--- config.mk ---
export PLATFORM = sky130hd
export DESIGN_NAME = fifo_with_waiter_handoff_top_flat
export DESIGN_NICKNAME = d
export VERILOG_FILES = /design/src/rtl/core/fwh_pkg.sv /design/src/rtl/core/fwh_if.sv /design/src/rtl/core/fifo_with_waiter_handoff_top.sv /design/src/rtl/core/fwh_ram.sv /design/src/rtl/core/fwh_ctrl.sv /design/src/rtl/core/fwh_out.sv /design/src/flat_wrapper.sv
export SDC_FILE = /design/constraint.sdc
export NUM_CORES = 1
export LEC_CHECK = 0
export ABC_CLOCK_PERIOD_IN_PS = 15650
export BUFFER_PORTS_ARGS = -buffer_cell sky130_fd_sc_hd__buf_2
export CAP_MARGIN = 20
export CORE_ASPECT_RATIO = 0.5
export CORE_MARGIN = 10
export CORE_UTILIZATION = 56
export DETAILED_ROUTE_END_ITERATION = 8
export GPL_TIMING_DRIVEN = 0
export HOLD_SLACK_MARGIN = 0.06
export PLACE_DENSITY = 0.73
export SYNTH_ARGS = -nofsm -noshare
export SYNTH_HDL_FRONTEND = slang
export SYNTH_SLANG_ARGS = --single-unit
--- constraint.sdc ---
create_clock -name clock -period 15.65 [get_ports clock]
set_input_delay 1.565 -clock clock [delete_from_list [all_inputs] [get_ports clock]]
set_output_delay 1.565 -clock clock [all_outputs]
set_load 0.01 [all_outputs]
--- src/rtl/core/fwh_pkg.sv ---
// ----------------------------------------------------------------------------
// FIFO with waiter handoff: shared definitions
// Request codes, status codes, default sizes and the response payload type.
// ----------------------------------------------------------------------------
package fwh_pkg;

   localparam int unsigned QUEUE_DEPTH_DEF     = 16;
   localparam int unsigned WAITER_DEPTH_DEF    = 16;
   localparam int unsigned WORD_WIDTH_DEF      = 32;
   localparam int unsigned REQUESTER_COUNT_DEF = 16;

   localparam int unsigned ID_W    = 4;
   localparam int unsigned WORD_W  = 32;
   localparam int unsigned COUNT_W = 32;

   typedef enum logic {
      CMD_ENQUEUE = 1'b0,
      CMD_DEQUEUE = 1'b1
   } cmd_type;

   typedef enum logic {
      STATUS_DELIVERED = 1'b0,
      STATUS_DROPPED   = 1'b1
   } status_type;

   typedef struct packed {
      logic [ID_W-1:0]    dest_requester;
      logic [WORD_W-1:0]  out_word;
      status_type         status;
      logic [COUNT_W-1:0] delivered_count;
   } rsp_data_type;

endpackage

--- src/rtl/core/fwh_if.sv ---
// ----------------------------------------------------------------------------
// FIFO with waiter handoff: channel interfaces
// Valid/ready channels for requests and responses.
// ----------------------------------------------------------------------------
interface fwh_req_if;
   logic                      valid;
   logic                      ready;
   logic                      cmd;
   logic [fwh_pkg::WORD_W-1:0] item_word;
   logic [fwh_pkg::ID_W-1:0]   requester_id;

   modport source (output valid, output cmd, output item_word, output requester_id,
                   input ready);
   modport sink   (input valid, input cmd, input item_word, input requester_id,
                   output ready);
endinterface

interface fwh_rsp_if;
   logic                        valid;
   logic                        ready;
   logic [fwh_pkg::ID_W-1:0]    dest_requester;
   logic [fwh_pkg::WORD_W-1:0]  out_word;
   logic                        status;
   logic [fwh_pkg::COUNT_W-1:0] delivered_count;

   modport source (output valid, output dest_requester, output out_word, output status,
                   output delivered_count, input ready);
   modport sink   (input valid, input dest_requester, input out_word, input status,
                   input delivered_count, output ready);
endinterface

--- src/rtl/core/fifo_with_waiter_handoff_top.sv ---
// A response is held in the pending-response register of fwh_ctrl and then in the response register of fwh_out.
// Throughput: one request per cycle while the response path is not stalled; each request
// pushes or pops at most one of the word and waiter FIFOs, with registered read data.
// Reset clears pointers, counts, the delivery total and the response valids.
// The storage arrays are not cleared; entries are read only after a write.
// ----------------------------------------------------------------------------
// FIFO with waiter handoff: top level
// Enqueue and dequeue requests in, deliveries and drop notices out.
// ----------------------------------------------------------------------------
module fifo_with_waiter_handoff_top #(
   parameter int unsigned QUEUE_DEPTH     = fwh_pkg::QUEUE_DEPTH_DEF,
   parameter int unsigned WAITER_DEPTH    = fwh_pkg::WAITER_DEPTH_DEF,
   parameter int unsigned WORD_WIDTH      = fwh_pkg::WORD_WIDTH_DEF,
   parameter int unsigned REQUESTER_COUNT = fwh_pkg::REQUESTER_COUNT_DEF
) (
   input logic       clock,
   input logic       reset,
   fwh_req_if.sink   req_bus,
   fwh_rsp_if.source rsp_bus
);

   logic                  s1_valid;
   logic                  out_ready;
   fwh_pkg::rsp_data_type s1_data;

   fwh_ctrl #(
      .QUEUE_DEPTH     (QUEUE_DEPTH),
      .WAITER_DEPTH    (WAITER_DEPTH),
      .WORD_WIDTH      (WORD_WIDTH),
      .REQUESTER_COUNT (REQUESTER_COUNT)
   ) u_ctrl (
      .clock     (clock),
      .reset     (reset),
      .req_bus   (req_bus),
      .out_ready (out_ready),
      .s1_valid  (s1_valid),
      .s1_data   (s1_data)
   );

   fwh_out u_out (
      .clock     (clock),
      .reset     (reset),
      .s1_valid  (s1_valid),
      .s1_data   (s1_data),
      .out_ready (out_ready),
      .rsp_bus   (rsp_bus)
   );

endmodule

--- src/rtl/core/fwh_ram.sv ---
// ----------------------------------------------------------------------------
// FIFO with waiter handoff: storage array
// One write port and one read port with registered, enabled read data.
// ----------------------------------------------------------------------------
module fwh_ram #(
   parameter int unsigned DEPTH = fwh_pkg::QUEUE_DEPTH_DEF,
   parameter int unsigned WIDTH = fwh_pkg::WORD_WIDTH_DEF
) (
   input  logic                     clock,
   input  logic                     wr_en,
   input  logic [$clog2(DEPTH)-1:0] wr_addr,
   input  logic [WIDTH-1:0]         wr_data,
   input  logic                     rd_en,
   input  logic [$clog2(DEPTH)-1:0] rd_addr,
   output logic [WIDTH-1:0]         rd_data
);

   logic [WIDTH-1:0] mem [DEPTH];
   logic [WIDTH-1:0] rd_data_ff;

   always_ff @(posedge clock) begin
      if (wr_en) begin
         mem[wr_addr] <= wr_data;
      end
   end

   always_ff @(posedge clock) begin
      if (rd_en) begin
         rd_data_ff <= mem[rd_addr];
      end
   end

   assign rd_data = rd_data_ff;

endmodule

--- src/rtl/core/fwh_ctrl.sv ---
// ----------------------------------------------------------------------------
// FIFO with waiter handoff: request control
// Decides each request against the word and waiter FIFOs, updates pointers,
// counts and the delivery total, and holds the pending response.
// ----------------------------------------------------------------------------
module fwh_ctrl #(
   parameter int unsigned QUEUE_DEPTH     = fwh_pkg::QUEUE_DEPTH_DEF,
   parameter int unsigned WAITER_DEPTH    = fwh_pkg::WAITER_DEPTH_DEF,
   parameter int unsigned WORD_WIDTH      = fwh_pkg::WORD_WIDTH_DEF,
   parameter int unsigned REQUESTER_COUNT = fwh_pkg::REQUESTER_COUNT_DEF
) (
   input  logic                  clock,
   input  logic                  reset,
   fwh_req_if.sink               req_bus,
   input  logic                  out_ready,
   output logic                  s1_valid,
   output fwh_pkg::rsp_data_type s1_data
);

   localparam int unsigned QAW = $clog2(QUEUE_DEPTH);
   localparam int unsigned QCW = $clog2(QUEUE_DEPTH + 1);
   localparam int unsigned WAW = $clog2(WAITER_DEPTH);
   localparam int unsigned WCW = $clog2(WAITER_DEPTH + 1);
   localparam int unsigned IDW = $clog2(REQUESTER_COUNT);

   logic [QAW-1:0] word_head_ff, word_head_in, word_tail_ff, word_tail_in;
   logic [QCW-1:0] word_count_ff, word_count_in;
   logic [WAW-1:0] waiter_head_ff, waiter_head_in, waiter_tail_ff, waiter_tail_in;
   logic [WCW-1:0] waiter_count_ff, waiter_count_in;
   logic [fwh_pkg::COUNT_W-1:0] total_ff, total_in;

   logic                         s1_valid_ff, s1_valid_in;
   logic                         s1_word_mem_ff;
   logic                         s1_id_mem_ff;
   logic [fwh_pkg::ID_W-1:0]     s1_dest_ff;
   logic [fwh_pkg::WORD_W-1:0]   s1_word_ff;
   fwh_pkg::status_type          s1_status_ff;
   logic [fwh_pkg::COUNT_W-1:0]  s1_count_ff;

   logic accept, is_deq, words_empty, words_full, waiters_empty, waiters_full;
   logic enq_hand, enq_store, enq_drop, deq_pop, deq_wait, deq_drop, has_result;
   logic [WORD_WIDTH-1:0] word_rdata;
   logic [IDW-1:0]        waiter_rdata;

   assign req_bus.ready = !s1_valid_ff || out_ready;
   assign accept        = req_bus.valid && req_bus.ready;
   assign is_deq        = (fwh_pkg::cmd_type'(req_bus.cmd) == fwh_pkg::CMD_DEQUEUE);

   assign words_empty   = (word_count_ff == '0);
   assign words_full    = (word_count_ff == QCW'(QUEUE_DEPTH));
   assign waiters_empty = (waiter_count_ff == '0);
   assign waiters_full  = (waiter_count_ff == WCW'(WAITER_DEPTH));

   assign enq_hand   = !is_deq && !waiters_empty;
   assign enq_store  = !is_deq && waiters_empty && !words_full;
   assign enq_drop   = !is_deq && waiters_empty && words_full;
   assign deq_pop    = is_deq && !words_empty;
   assign deq_wait   = is_deq && words_empty && !waiters_full;
   assign deq_drop   = is_deq && words_empty && waiters_full;
   assign has_result = enq_hand || enq_drop || deq_pop || deq_drop;

   fwh_ram #(.DEPTH(QUEUE_DEPTH), .WIDTH(WORD_WIDTH)) u_word_ram (
      .clock   (clock),
      .wr_en   (accept && enq_store),
      .wr_addr (word_tail_ff),
      .wr_data (WORD_WIDTH'(req_bus.item_word)),
      .rd_en   (accept && deq_pop),
      .rd_addr (word_head_ff),
      .rd_data (word_rdata)
   );

   fwh_ram #(.DEPTH(WAITER_DEPTH), .WIDTH(IDW)) u_waiter_ram (
      .clock   (clock),
      .wr_en   (accept && deq_wait),
      .wr_addr (waiter_tail_ff),
      .wr_data (IDW'(req_bus.requester_id)),
      .rd_en   (accept && enq_hand),
      .rd_addr (waiter_head_ff),
      .rd_data (waiter_rdata)
   );

   always_comb begin
      word_head_in    = word_head_ff;
      word_tail_in    = word_tail_ff;
      word_count_in   = word_count_ff;
      waiter_head_in  = waiter_head_ff;
      waiter_tail_in  = waiter_tail_ff;
      waiter_count_in = waiter_count_ff;
      total_in        = total_ff;
      if (accept) begin
         if (enq_hand) begin
            waiter_head_in  = (waiter_head_ff == WAW'(WAITER_DEPTH - 1)) ? '0
                              : waiter_head_ff + 1'b1;
            waiter_count_in = waiter_count_ff - 1'b1;
         end
         if (enq_store) begin
            word_tail_in  = (word_tail_ff == QAW'(QUEUE_DEPTH - 1)) ? '0
                            : word_tail_ff + 1'b1;
            word_count_in = word_count_ff + 1'b1;
         end
         if (deq_pop) begin
            word_head_in  = (word_head_ff == QAW'(QUEUE_DEPTH - 1)) ? '0
                            : word_head_ff + 1'b1;
            word_count_in = word_count_ff - 1'b1;
         end
         if (deq_wait) begin
            waiter_tail_in  = (waiter_tail_ff == WAW'(WAITER_DEPTH - 1)) ? '0
                              : waiter_tail_ff + 1'b1;
            waiter_count_in = waiter_count_ff + 1'b1;
         end
         if (enq_hand || deq_pop) begin
            total_in = total_ff + 1'b1;
         end
      end
   end

   always_comb begin
      if (accept) begin
         s1_valid_in = has_result;
      end else if (out_ready) begin
         s1_valid_in = 1'b0;
      end else begin
         s1_valid_in = s1_valid_ff;
      end
   end

   always_ff @(posedge clock) begin
      if (reset) begin
         word_head_ff    <= '0;
         word_tail_ff    <= '0;
         word_count_ff   <= '0;
         waiter_head_ff  <= '0;
         waiter_tail_ff  <= '0;
         waiter_count_ff <= '0;
         total_ff        <= '0;
         s1_valid_ff     <= 1'b0;
      end else begin
         word_head_ff    <= word_head_in;
         word_tail_ff    <= word_tail_in;
         word_count_ff   <= word_count_in;
         waiter_head_ff  <= waiter_head_in;
         waiter_tail_ff  <= waiter_tail_in;
         waiter_count_ff <= waiter_count_in;
         total_ff        <= total_in;
         s1_valid_ff     <= s1_valid_in;
      end
   end

   always_ff @(posedge clock) begin
      if (accept) begin
         s1_word_mem_ff <= deq_pop;
         s1_id_mem_ff   <= enq_hand;
         s1_dest_ff     <= is_deq ? req_bus.requester_id : '0;
         s1_word_ff     <= enq_hand ? fwh_pkg::WORD_W'(WORD_WIDTH'(req_bus.item_word)) : '0;
         s1_status_ff   <= (enq_drop || deq_drop) ? fwh_pkg::STATUS_DROPPED
                           : fwh_pkg::STATUS_DELIVERED;
         s1_count_ff    <= total_in;
      end
   end

   assign s1_valid                = s1_valid_ff;
   assign s1_data.dest_requester  = s1_id_mem_ff ? fwh_pkg::ID_W'(waiter_rdata) : s1_dest_ff;
   assign s1_data.out_word        = s1_word_mem_ff ? fwh_pkg::WORD_W'(word_rdata) : s1_word_ff;
   assign s1_data.status          = s1_status_ff;
   assign s1_data.delivered_count = s1_count_ff;

   // Words and waiters are never queued at the same time.
   assert property (@(posedge clock) disable iff (reset)
      !(word_count_ff != '0 && waiter_count_ff != '0))
      else $error("word and waiter FIFOs both occupied");

   assert property (@(posedge clock) disable iff (reset)
      word_count_ff <= QCW'(QUEUE_DEPTH) && waiter_count_ff <= WCW'(WAITER_DEPTH))
      else $error("FIFO count beyond depth");

   assert property (@(posedge clock) disable iff (reset)
      accept && (enq_hand || deq_pop) |=> total_ff == $past(total_ff) + 1'b1)
      else $error("delivery total did not advance on a delivery");

   assert property (@(posedge clock) disable iff (reset)
      s1_valid_ff && !out_ready |=> s1_valid_ff && $stable(s1_count_ff))
      else $error("pending response lost while output stalled");

endmodule

--- src/rtl/core/fwh_out.sv ---
// ----------------------------------------------------------------------------
// FIFO with waiter handoff: response register
// Holds one response on the output channel until it is taken.
// ----------------------------------------------------------------------------
module fwh_out (
   input  logic                  clock,
   input  logic                  reset,
   input  logic                  s1_valid,
   input  fwh_pkg::rsp_data_type s1_data,
   output logic                  out_ready,
   fwh_rsp_if.source             rsp_bus
);

   logic                  rsp_valid_ff, rsp_valid_in;
   fwh_pkg::rsp_data_type rsp_data_ff;

   assign out_ready    = !rsp_valid_ff || rsp_bus.ready;
   assign rsp_valid_in = out_ready ? s1_valid : rsp_valid_ff;

   always_ff @(posedge clock) begin
      if (reset) begin
         rsp_valid_ff <= 1'b0;
      end else begin
         rsp_valid_ff <= rsp_valid_in;
      end
   end

   always_ff @(posedge clock) begin
      if (out_ready && s1_valid) begin
         rsp_data_ff <= s1_data;
      end
   end

   assign rsp_bus.valid           = rsp_valid_ff;
   assign rsp_bus.dest_requester  = rsp_data_ff.dest_requester;
   assign rsp_bus.out_word        = rsp_data_ff.out_word;
   assign rsp_bus.status          = rsp_data_ff.status;
   assign rsp_bus.delivered_count = rsp_data_ff.delivered_count;

endmodule

--- src/flat_wrapper.sv ---
// flat-port wrapper written by rule: the top's interface ports become plain ports
module fifo_with_waiter_handoff_top_flat 
#(
   parameter int unsigned QUEUE_DEPTH     = fwh_pkg::QUEUE_DEPTH_DEF,
   parameter int unsigned WAITER_DEPTH    = fwh_pkg::WAITER_DEPTH_DEF,
   parameter int unsigned WORD_WIDTH      = fwh_pkg::WORD_WIDTH_DEF,
   parameter int unsigned REQUESTER_COUNT = fwh_pkg::REQUESTER_COUNT_DEF
)
  (clock, reset, req_bus_valid, req_bus_cmd, req_bus_item_word, req_bus_requester_id, req_bus_ready, rsp_bus_valid, rsp_bus_dest_requester, rsp_bus_out_word, rsp_bus_status, rsp_bus_delivered_count, rsp_bus_ready);
  fwh_req_if req_bus_i ();
  fwh_rsp_if rsp_bus_i ();
  input logic clock;
  input logic reset;
  input wire logic [$bits(req_bus_i.valid)-1:0] req_bus_valid;
  input wire logic [$bits(req_bus_i.cmd)-1:0] req_bus_cmd;
  input wire logic [$bits(req_bus_i.item_word)-1:0] req_bus_item_word;
  input wire logic [$bits(req_bus_i.requester_id)-1:0] req_bus_requester_id;
  output wire logic [$bits(req_bus_i.ready)-1:0] req_bus_ready;
  output wire logic [$bits(rsp_bus_i.valid)-1:0] rsp_bus_valid;
  output wire logic [$bits(rsp_bus_i.dest_requester)-1:0] rsp_bus_dest_requester;
  output wire logic [$bits(rsp_bus_i.out_word)-1:0] rsp_bus_out_word;
  output wire logic [$bits(rsp_bus_i.status)-1:0] rsp_bus_status;
  output wire logic [$bits(rsp_bus_i.delivered_count)-1:0] rsp_bus_delivered_count;
  input wire logic [$bits(rsp_bus_i.ready)-1:0] rsp_bus_ready;
  assign req_bus_i.valid = req_bus_valid;
  assign req_bus_i.cmd = req_bus_cmd;
  assign req_bus_i.item_word = req_bus_item_word;
  assign req_bus_i.requester_id = req_bus_requester_id;
  assign req_bus_ready = req_bus_i.ready;
  assign rsp_bus_valid = rsp_bus_i.valid;
  assign rsp_bus_dest_requester = rsp_bus_i.dest_requester;
  assign rsp_bus_out_word = rsp_bus_i.out_word;
  assign rsp_bus_status = rsp_bus_i.status;
  assign rsp_bus_delivered_count = rsp_bus_i.delivered_count;
  assign rsp_bus_i.ready = rsp_bus_ready;
  fifo_with_waiter_handoff_top #(.QUEUE_DEPTH(QUEUE_DEPTH), .WAITER_DEPTH(WAITER_DEPTH), .WORD_WIDTH(WORD_WIDTH), .REQUESTER_COUNT(REQUESTER_COUNT)) u_core (.clock(clock), .reset(reset), .req_bus(req_bus_i), .rsp_bus(rsp_bus_i));
endmodule
==> out/qor.yml, run 1 <==
status: "finished clean"
first_iter_violations: 1402
vias: 15623
rrSetupSlack_ns: 11.92
portBuffers: 111
cts_setup_buffers: 0
areaGrowthSynthToFinish_pct: 13.7
routedWlPerCell_um: 24.1
cts_buffer_depth: 3
ir_worst_vdd_uv: 83.6
rsz0062_at_grt: "false"
hold_start: "u_core.u_ctrl.s1_count_ff[28]$_DFFE_PP_"
rows: 61
holdPathStages: 0
synth_most_common_cell: "edfxtp_1"
startpoint: "rsp_bus_ready"
hpwl_um: 41400
fin_crit_ns: 4.41
fin_skew_ns: 0.0179
initial_core_util_pct: 56.5
gp_congestion: 0.784
finalHoldViolCount: 0
critPathLaunchType: "input port"
synthTopCellsByCount: "edfxtp_1 (752), mux4_2 (144), nor2b_1 (62), a21oi_1 (61), dfxtp_1 (60)"
layout-drive-gt1-share_pct: 24.9
ys_warn_count: 0
yosysTopAreaCell: "edfxtp_1"
swShare_pct: 25.2
critPathRequiredTime_ns: 15.96
synth_nets: 1676
powerDensity_nw_per_um2: 141
post_cts_resized: 0
p_int_w: 0.00375
seq_power_share_pct: 51.3
grt_usage_pct: 19.2
grt_pass1_vias: 16133
coreArea_sq_um: 55500
synthArstFlopShare_pct: 0
syn_area_per_cell_sq_um: 19.4
cp_max_fo: 25
path_clk_slew_ns: 0.06
power.leakage_nw: 11.4
n_fill_cell: 3732
arrival_ns: 4.72
multi_input_area_sq_um: 7330
synth_cell_types: 53
first_pass_iters: 5
worstMarginPinSlew_ns: 1.06
pwr-share-comb_pct: 16.2
drc: 0
syn_inst: 1616
io_pins: 112
finalWirelength_um: 63500
worst-r2r-cell-count: 9
clkSinkCount: 812
maxCapViolations: 0
syn-cell-area_sq_um: 31400
grt_max_degree: 57
cp-end-kind: "flop"
synth_top_area_share_pct: 72.0
seqCellArea_sq_um: 23800
path_class: "in2reg"
hold-worst-slack_ns: 0.419
clk_latency_ns: 0.61
antenna_found_initial: 1
ys.flop_type: "edfxtp_1"
synth-edff-count: 752
ys_seq_area_share_pct: 75.8
cts_tree: "built"
hold_buffers: 0
synthTopCellsByArea: "edfxtp_1 (72%), mux4_2 (10%), dfxtp_1 (3.8%)"
place_area_sq_um: 33500
dieArea_sq_um: 66400
antenna_cells: 0
power_switching_w: 0.00127
ant_nets: 0
die_h_um: 187
finalSetupViolCount: 0
via_per_inst: 5.93
htreeDepth: 3
post-route-cell-area_sq_um: 35700
numCtsBuffers: 69
fin_crit_sh_pct: 28.2
p_total_w: 0.00501
die_w_um: 355
grt_pass1_wl_um: 98600
layout.nets: 1890
drv_slew: 0
max_freq_ghz: 0.227
rr_startpoint: "u_core.u_ctrl.waiter_count_ff[0]$_SDFFE_PP0P_"
clockPowerShare_pct: 32.5
ys_ff_latch: 812
hp-class: "reg2reg"
final_util_pct: 64.3
max-slew-margin-rel_pct: 29.5
fin_setup_tns_ns: 0
clk_root_buffer_cell: "clkbuf_16"
overflow: 0
registers in the layout, indices dropped and copies added (netlist names), 5 cells and up:
register,flops
u_core.u_ctrl.s1_count_ff,32
u_core.u_out.rsp_bus.out_word,32
u_core.u_ctrl.word_count_ff,5
u_core.u_ctrl.waiter_count_ff,5
u_core.u_ctrl.s1_word_ff,32
u_core.u_ctrl.u_word_ram.mem,512
u_core.u_ctrl.u_word_ram.rd_data,32
u_core.u_ctrl.total_ff,32
u_core.u_out.rsp_bus.delivered_count,32
u_core.u_ctrl.u_waiter_ram.mem,64
power groups by stage:
stage	logic (W)	clock network, W	registers, W
2_1_floorplan	0.000535	0	0.00264
3_3_place_gp	0.000775	0	0.00263
3_5_place_dp	0.000817	0	0.00262
4_1_cts	0.000824	0.00165	0.00257
5_1_grt	0.000888	0.00174	0.00258
6_report	0.000813	0.00163	0.00257
critical path: stages:
cell,delay [ns]
buf_2,0.09
and3b_1,0.23
inv_1,0.14
nand2_1,0.24
clkinv_1,0.30
clkbuf_4,0.51
nand3_1,0.46
nor3_2,0.64
buf_4,0.33
buf_6,0.19
metal layers:
layer / vias up / GRT usage (%) / share of wire, %
li1: 6903 / - / -
met1: 8055 / 27.6 / 44
met2: 569 / 30.0 / 47
met3: 96 / 3.96 / 7.0
met4: 0 / 4.54 / 2.0
met5: - / 0 / 0
layout by cell type, fill, tap and decap left out, types with 13 or more instances in the layout:
cell type    n
a211oi_1    40
a21oi_1     61
and2_1      42
buf_2      127
clkbuf_1    77
clkbuf_16   70
dfxtp_1     60
edfxtp_1   752
ha_1        17
inv_1       13
mux2_2      44
mux2i_1     42
mux4_2     144
nand2_1     46
nand3_1     14
nor2_1      44
nor2b_1     62
xnor2_1     17
xor2_1      17
per-stage QoR:
stage / setup WS, ns / std cells
3_3_place_gp: 3.52 / 2483
4_1_cts: 11.28 / 2634
2_1_floorplan: 7.97 / 1616
3_5_place_dp: 10.64 / 2514
5_1_grt: 11.02 / 2635
6_report: 11.24 / 2635
final cells by class:
type                       count  share of cell area (%)
tap                          756                    2.65
clock buffer                  95                    5.23
timing repair buffer         143                    3.12
clock inverter                25                   0.660
buffer                        81                   0.919
multi-input combinational    708                    20.6
sequential                   812                    66.7
inverter                      15                   0.158
kinds of logic (layout without fill, tap and decap cells):
kind of cell | after synthesis | count (layout) | synth area share, %
AND/OR/NAND/NOR | 286 | 286 | 4.96
buffers and inverters | 96 | 359 | 1.21
AO/OA/AOI/OAI | 139 | 139 | 2.96
multiplexers | 230 | 230 | 13.3
adder cells (fa/ha/maj) | 19 | 19 | 0.806
flip-flops | 812 | 812 | 75.8
XOR/XNOR | 34 | 34 | 0.950
final timing paths:
kind	endpoint
min	u_core.u_out.rsp_bus.delivered_count[28]$_DFFE_PP_
max	u_core.u_ctrl.u_word_ram.mem[3][11]$_DFFE_PP_
max reg2reg	u_core.u_ctrl.u_word_ram.mem[1][14]$_DFFE_PP_
min reg2reg	u_core.u_out.rsp_bus.delivered_count[28]$_DFFE_PP_
Power figures use the tool's default switching activity.
==> run 2: changes to the inputs <==
Settings changed: ABC_CLOCK_PERIOD_IN_PS 15650 to 4100.
Clock period 15.65 ns to 4.1 ns, I/O delays scaled along.
==> out/qor.yml, run 2 (synthesis gave the netlist of run 1 again) <==
routedWlPerCell_um: 24.2  # +0.44%
numCtsBuffers: 70  # +1.4%
worstMarginPinSlew_ns: 1.02  # -0.0381 ns
cp.depth: 8  # -2
die_h_um: 187  # unchanged
worst-r2r-cell-count: 8  # -1
ir_worst_vdd_uv: 292  # +250%
via_per_inst: 5.94  # +0.18%
power.leakage_nw: 11.5  # +0.46%
largest_register_ffs: 512  # unchanged
ant_nets: 0  # unchanged
critPathRequiredTime_ns: 4.40  # -11.56 ns
post_cts_resized: 0  # unchanged
worstPathCellList: "and3b_1 > inv_1 > nand2_1 > clkinv_1 > clkbuf_4 > nand3_1 > nor2_4 > buf_16"
vias: 15669  # +0.29%
drv_slew: 0  # unchanged
slowest_stage: "nor2_4"
dpl.cell_count: 2510  # -0.16%
seqCellArea_sq_um: 23800  # unchanged
top_register: "u_core.u_ctrl.u_word_ram.mem"
grt_max_degree: 42  # -26%
crit_end: "u_core.u_ctrl.u_word_ram.mem[15][13]$_DFFE_PP_"
n_fill_cell: 3693  # -1.0%
final_common_cell: "edfxtp_1"
path_delay_family: "simple AND/OR/NAND/NOR gates"
fin_crit_ns: 3.78
timing.rr.end: "u_core.u_ctrl.u_word_ram.mem[15][13]$_DFFE_PP_"
first_iter_violations: 1547  # +10%
drc: 0  # unchanged
powerDensity_nw_per_um2: 541  # +290%
areaGrowthSynthToFinish_pct: 14.3
rr_startpoint: "u_core.u_out.rsp_bus.valid$_SDFFE_PP0P_"
maxCapViolations: 0  # unchanged
top_regs: "u_core.u_ctrl.u_word_ram.mem: 512 flops, u_core.u_ctrl.u_waiter_ram.mem: 64 flops"
path_class: "reg2reg"
fin_skew_ns: 0.0215  # +0.00364 ns
clk_latency_ns: 0.61  # about the same
path_buf_inv: 4  # -2
grt_pass1_wl_um: 98400  # -0.13%
initial_core_util_pct: 56.5  # unchanged
arrival_ns: 4.08  # -0.64 ns
first_pass_iters: 5  # unchanged
layout.nets: 1890  # unchanged
status: "finished clean"
gp_congestion: 0.787  # +0.33%
startpoint: "u_core.u_out.rsp_bus.valid$_SDFFE_PP0P_"
fin_setup_tns_ns: 0  # unchanged
overflow: 0  # unchanged
max-slew-margin-rel_pct: 32.1  # +2.5 points
max_freq_ghz: 0.265
critPathLaunchType: "flop"
htreeDepth: 3  # unchanged
io_pins: 112  # unchanged
multi_input_area_sq_um: 7350  # +0.34%
instances_no_fill: 2638  # +0.11%
rows: 61  # unchanged
finalHoldViolCount: 0  # unchanged
cts_tree: "built"
dieArea_sq_um: 66400  # unchanged
cp-end-kind: "flop"
portBuffers: 111  # unchanged
antenna_cells: 0  # unchanged
cp_max_fo: 40  # +60%
grt_pass1_vias: 16092  # -0.25%
layout-drive-gt1-share_pct: 24.9  # +0.067 points
finalWirelength_um: 63900  # +0.55%
grt_usage_pct: 19.2  # +0.080 points
rsz0062_at_grt: "false"
fin_crit_sh_pct: 92.1
cts_buffer_depth: 3  # unchanged
clk_root_buffer_cell: "clkbuf_16"
antenna_found_initial: 1  # unchanged
mostFrequentLayoutCells: "edfxtp_1 (752), mux4_2 (144), buf_2 (127), clkbuf_1 (73), clkbuf_16 (72)"
hpwl_um: 41700  # +0.64%
coreArea_sq_um: 55500  # unchanged
max_stage_delay_ns: 0.74  # +0.10 ns
path_clk_slew_ns: 0.06  # about the same
clkSinkCount: 812  # unchanged
finalSetupViolCount: 0  # unchanged
die_w_um: 355  # unchanged
rrSetupSlack_ns: 0.32  # -11.60 ns
hp-class: "in2reg"
-- run 2: metal layers --
layer,track usage (%),share of wire (%)
met1,27.3,43
met2,30.7,48
met3,3.89,6.6
met4,4.67,1.7
met5,0,0.014
-- run 2: per-stage QoR --
stage | instance area, sq um | setup WS (ns) | util (%) | total power [W] | hold slack, ns
2_1_floorplan | 31400 | -0.274 | - | 0.0121 | 0.400
3_3_place_gp | 32900 | -3.07 | 59.3 | 0.0130 | 0.402
3_5_place_dp | 33600 | -0.131 | 60.6 | 0.0131 | 0.405
4_1_cts | 35800 | 0.0298 | 64.5 | 0.0196 | 0.101
5_1_grt | 35800 | 0.0757 | 64.6 | 0.0202 | 0.140
6_report | 35800 | 0.324 | 64.6 | 0.0194 | 0.137
-- run 2: area by class of cell --
class                   count  share of cell area [%]
plain buffers              81                   0.914
clock buffers              91                    5.22
clock inverters            33                   0.942
inverters                  15                   0.157
multi-input cells         708                    20.5
flip-flops and latches    812                    66.3
well taps                 756                    2.64
repair buffers            142                    3.27
-- run 2: report_power, final --
group	switching, W	internal [W]	leakage (nW)
clock network	0.00284	0.00362	1.06
registers	0.000172	0.00965	7.36
logic	0.00174	0.00138	3.03
-- run 2: worst min-delay path by stage --
stage / cells past startpoint / start / end
after floorplan: 0 / u_core.u_ctrl.s1_count_ff[0]$_DFFE_PP_ / u_core.u_out.rsp_bus.delivered_count[0]$_DFFE_PP_
after global placement: 0 / u_core.u_ctrl.s1_count_ff[27]$_DFFE_PP_ / u_core.u_out.rsp_bus.delivered_count[27]$_DFFE_PP_
after detailed placement: 0 / u_core.u_ctrl.s1_count_ff[0]$_DFFE_PP_ / u_core.u_out.rsp_bus.delivered_count[0]$_DFFE_PP_
after CTS: 3 / req_bus_valid / u_core.u_ctrl.s1_valid$_SDFFE_PP0P_
after global routing: 3 / req_bus_valid / u_core.u_ctrl.s1_valid$_SDFFE_PP0P_
final: 3 / req_bus_valid / u_core.u_ctrl.s1_valid$_SDFFE_PP0P_
-- run 2: timing repair --
action,in CTS,in global routing
hold buffers,0,0
endpoints found under the hold margin,0,0
setup buffers,0,3
setup endpoints to repair,0,12
-- run 2: tightest hold or removal path: stages --
cell	delay, ns
buf_2	0.12
o21ai_0	0.07
a21oi_1	0.07
==> run 3: changes to the inputs <==
Settings changed: PLACE_DENSITY 0.73 to unset, PLACE_DENSITY_LB_ADDON set to 0.15, RECOVER_POWER set to 50.
==> out/qor.yml, run 3 (synthesis gave the netlist of run 1 again) <==
drc: 0  # unchanged
path_class: "reg2reg"
rrSetupSlack_ns: 0.28  # -0.04 ns
antenna_found_initial: 0  # -1
die_w_um: 355  # unchanged
overflow: 0  # unchanged
fin_crit_ns: 3.82  # +0.0414 ns
met3_length_um: 4390  # +3.9%
violations: "max-capacitance violations, max-slew violations"
holdPathStages: 4  # +1
cp-end-kind: "flop"
first_pass_iters: 5  # unchanged
rr_startpoint: "u_core.u_out.rsp_bus.valid$_SDFFE_PP0P_"
grt_usage_pct: 19.7  # +0.42 points
seqCellArea_sq_um: 23800  # unchanged
layout-drive-gt1-share_pct: 18.7  # -6.3 points
final_common_cell: "edfxtp_1"
hpwl_um: 44000  # +5.5%
largest_register_ffs: 512  # unchanged
gp_congestion: 0.798  # +1.4%
worstMarginPinSlew_ns: 2.40  # +1.39 ns
top_regs: "u_core.u_ctrl.u_word_ram.mem: 512 flops, u_core.u_ctrl.u_waiter_ram.mem: 64 flops"
rows: 61  # unchanged
max-slew-margin-rel_pct: -61.7  # -94 points
portBuffers: 111  # unchanged
critPathRequiredTime_ns: 4.38  # -0.02 ns
finalWirelength_um: 65500  # +2.5%
layout.nets: 1886  # -0.21%
wl_met1_um: 28500  # +2.5%
n_fill_cell: 3810  # +3.2%
multi_input_area_sq_um: 7310  # -0.54%
critPathLaunchType: "flop"
cp_max_fo: 51  # +28%
io_pins: 112  # unchanged
vias: 15719  # +0.32%
finalHoldViolCount: 0  # unchanged
mostFrequentLayoutCells: "edfxtp_1 (752), clkbuf_1 (184), mux4_2 (144), clkbuf_16 (74), nor2b_1 (62)"
clk_root_buffer_cell: "clkbuf_16"
die_h_um: 187  # unchanged
dieArea_sq_um: 66400  # unchanged
initial_core_util_pct: 56.5  # unchanged
hold_start: "rsp_bus_ready"
timing.rr.end: "u_core.u_ctrl.u_word_ram.mem[15][17]$_DFFE_PP_"
cts_buffer_depth: 3  # unchanged
powerDensity_nw_per_um2: 539  # -0.41%
hp-class: "in2reg"
numCtsBuffers: 70  # unchanged
grt_pass1_wl_um: 100000  # +2.1%
htreeDepth: 3  # unchanged
grt_pass1_vias: 16426  # +2.1%
via_per_inst: 5.96  # +0.28%
cts_tree: "built"
routedWlPerCell_um: 24.8  # +2.5%
fin_skew_ns: 0.0241  # +0.00256 ns
coreArea_sq_um: 55500  # unchanged
fin_crit_sh_pct: 93.1  # +1.0 points
top_layer: "met4"
path_clk_slew_ns: 0.06  # about the same
hold-worst-slack_ns: 0.150  # +0.0127 ns
maxCapViolations: 2  # +2
finalSetupViolCount: 0  # unchanged
wl_met2_um: 31100  # +1.0%
fin_setup_tns_ns: 0  # unchanged
post_cts_resized: 0  # unchanged
ant_nets: 0  # unchanged
p_total_w: 0.0192  # -1.2%
top_register: "u_core.u_ctrl.u_word_ram.mem"
final_util_pct: 64.1  # -0.48 points
first_iter_violations: 1514  # -2.1%
hold_end: "u_core.u_out.rsp_bus.valid$_SDFFE_PP0P_"
cts_setup_buffers: 0  # unchanged
max_freq_ghz: 0.262  # -1.1%
clk_latency_ns: 0.60  # about the same
power.leakage_nw: 11.1  # -3.0%
drv_slew: 32  # +32
rsz0062_at_grt: "false"
hold_buffers: 0  # unchanged
areaGrowthSynthToFinish_pct: 13.5
status: "complete, but fails checks"
clkSinkCount: 812  # unchanged
ir_worst_vdd_uv: 269  # -7.8%
worst-r2r-cell-count: 9  # +1
arrival_ns: 4.10  # +0.02 ns
grt_max_degree: 52  # +24%
run 3: cell count changes in the layout (fill, tap and decap cells not counted), sizes merged:
cell      before  now
buf          168   50
clkbuf       146  264
clkinv        21   31
bufinv         6    1
clkinvlp       4    0
diode          0    1
inv           17   16
run 3: area by class of cell:
class	count	share of cell area [%]
well taps	756	2.66
inverters	15	0.158
clock buffers	95	5.51
diodes	1	0.00703
multi-input cells	708	20.5
repair buffers	138	2.80
plain buffers	81	0.918
clock inverters	33	0.559
flip-flops and latches	812	66.8
run 3: layer usage:
layer | vias to the layer above | global-route usage [%]
li1 | 6904 | -
met1 | 8143 | 28.1
met2 | 562 | 31.0
met3 | 110 | 3.73
met5 | - | 0
met4 | 0 | 5.45
run 3: per-stage QoR:
step	std cells	setup slack, ns	cell area, sq um
global route	2638	0.125	35600
finish	2639	0.282	35600
global placement	2483	-3.02	32900
floorplan	1616	-0.274	31400
detailed placement	2509	0.0777	33600
CTS	2637	0.209	35800
run 3: report_power, final:
part	switching [W]	total, W	internal (W)	leakage (nW)
sequential	0.000174	0.00983	0.00966	7.36
combinational	0.00177	0.00306	0.00129	2.69
clock	0.00286	0.00629	0.00344	1.07
run 3: worst max path at each step:
| stage | start | to | slack [ns] |
|---|---|---|---|
| finish | u_core.u_out.rsp_bus.valid$_SDFFE_PP0P_ | u_core.u_ctrl.u_word_ram.mem[15][17]$_DFFE_PP_ | 0.28 |
| global placement | rsp_bus_ready | u_core.u_ctrl.u_word_ram.mem[11][11]$_DFFE_PP_ | -3.02 |
| global route | u_core.u_out.rsp_bus.valid$_SDFFE_PP0P_ | u_core.u_ctrl.u_word_ram.mem[15][17]$_DFFE_PP_ | 0.12 |
| detailed placement | rsp_bus_ready | u_core.u_ctrl.u_word_ram.mem[15][14]$_DFFE_PP_ | 0.08 |
| CTS | u_core.u_out.rsp_bus.valid$_SDFFE_PP0P_ | u_core.u_ctrl.u_word_ram.mem[15][17]$_DFFE_PP_ | 0.21 |
| floorplan | rsp_bus_ready | u_core.u_ctrl.u_word_ram.mem[11][0]$_DFFE_PP_ | -0.27 |
run 3: worst max-delay path, stage by stage (launching register included):
cell      delay [ns]
dfxtp_1         0.33
and3b_1         0.23
inv_1           0.15
nand2_1         0.20
clkinv_1        0.26
clkbuf_4        0.55
buf_16          0.34
nand3_1         0.42
nor2_4          0.69
buf_12          0.27
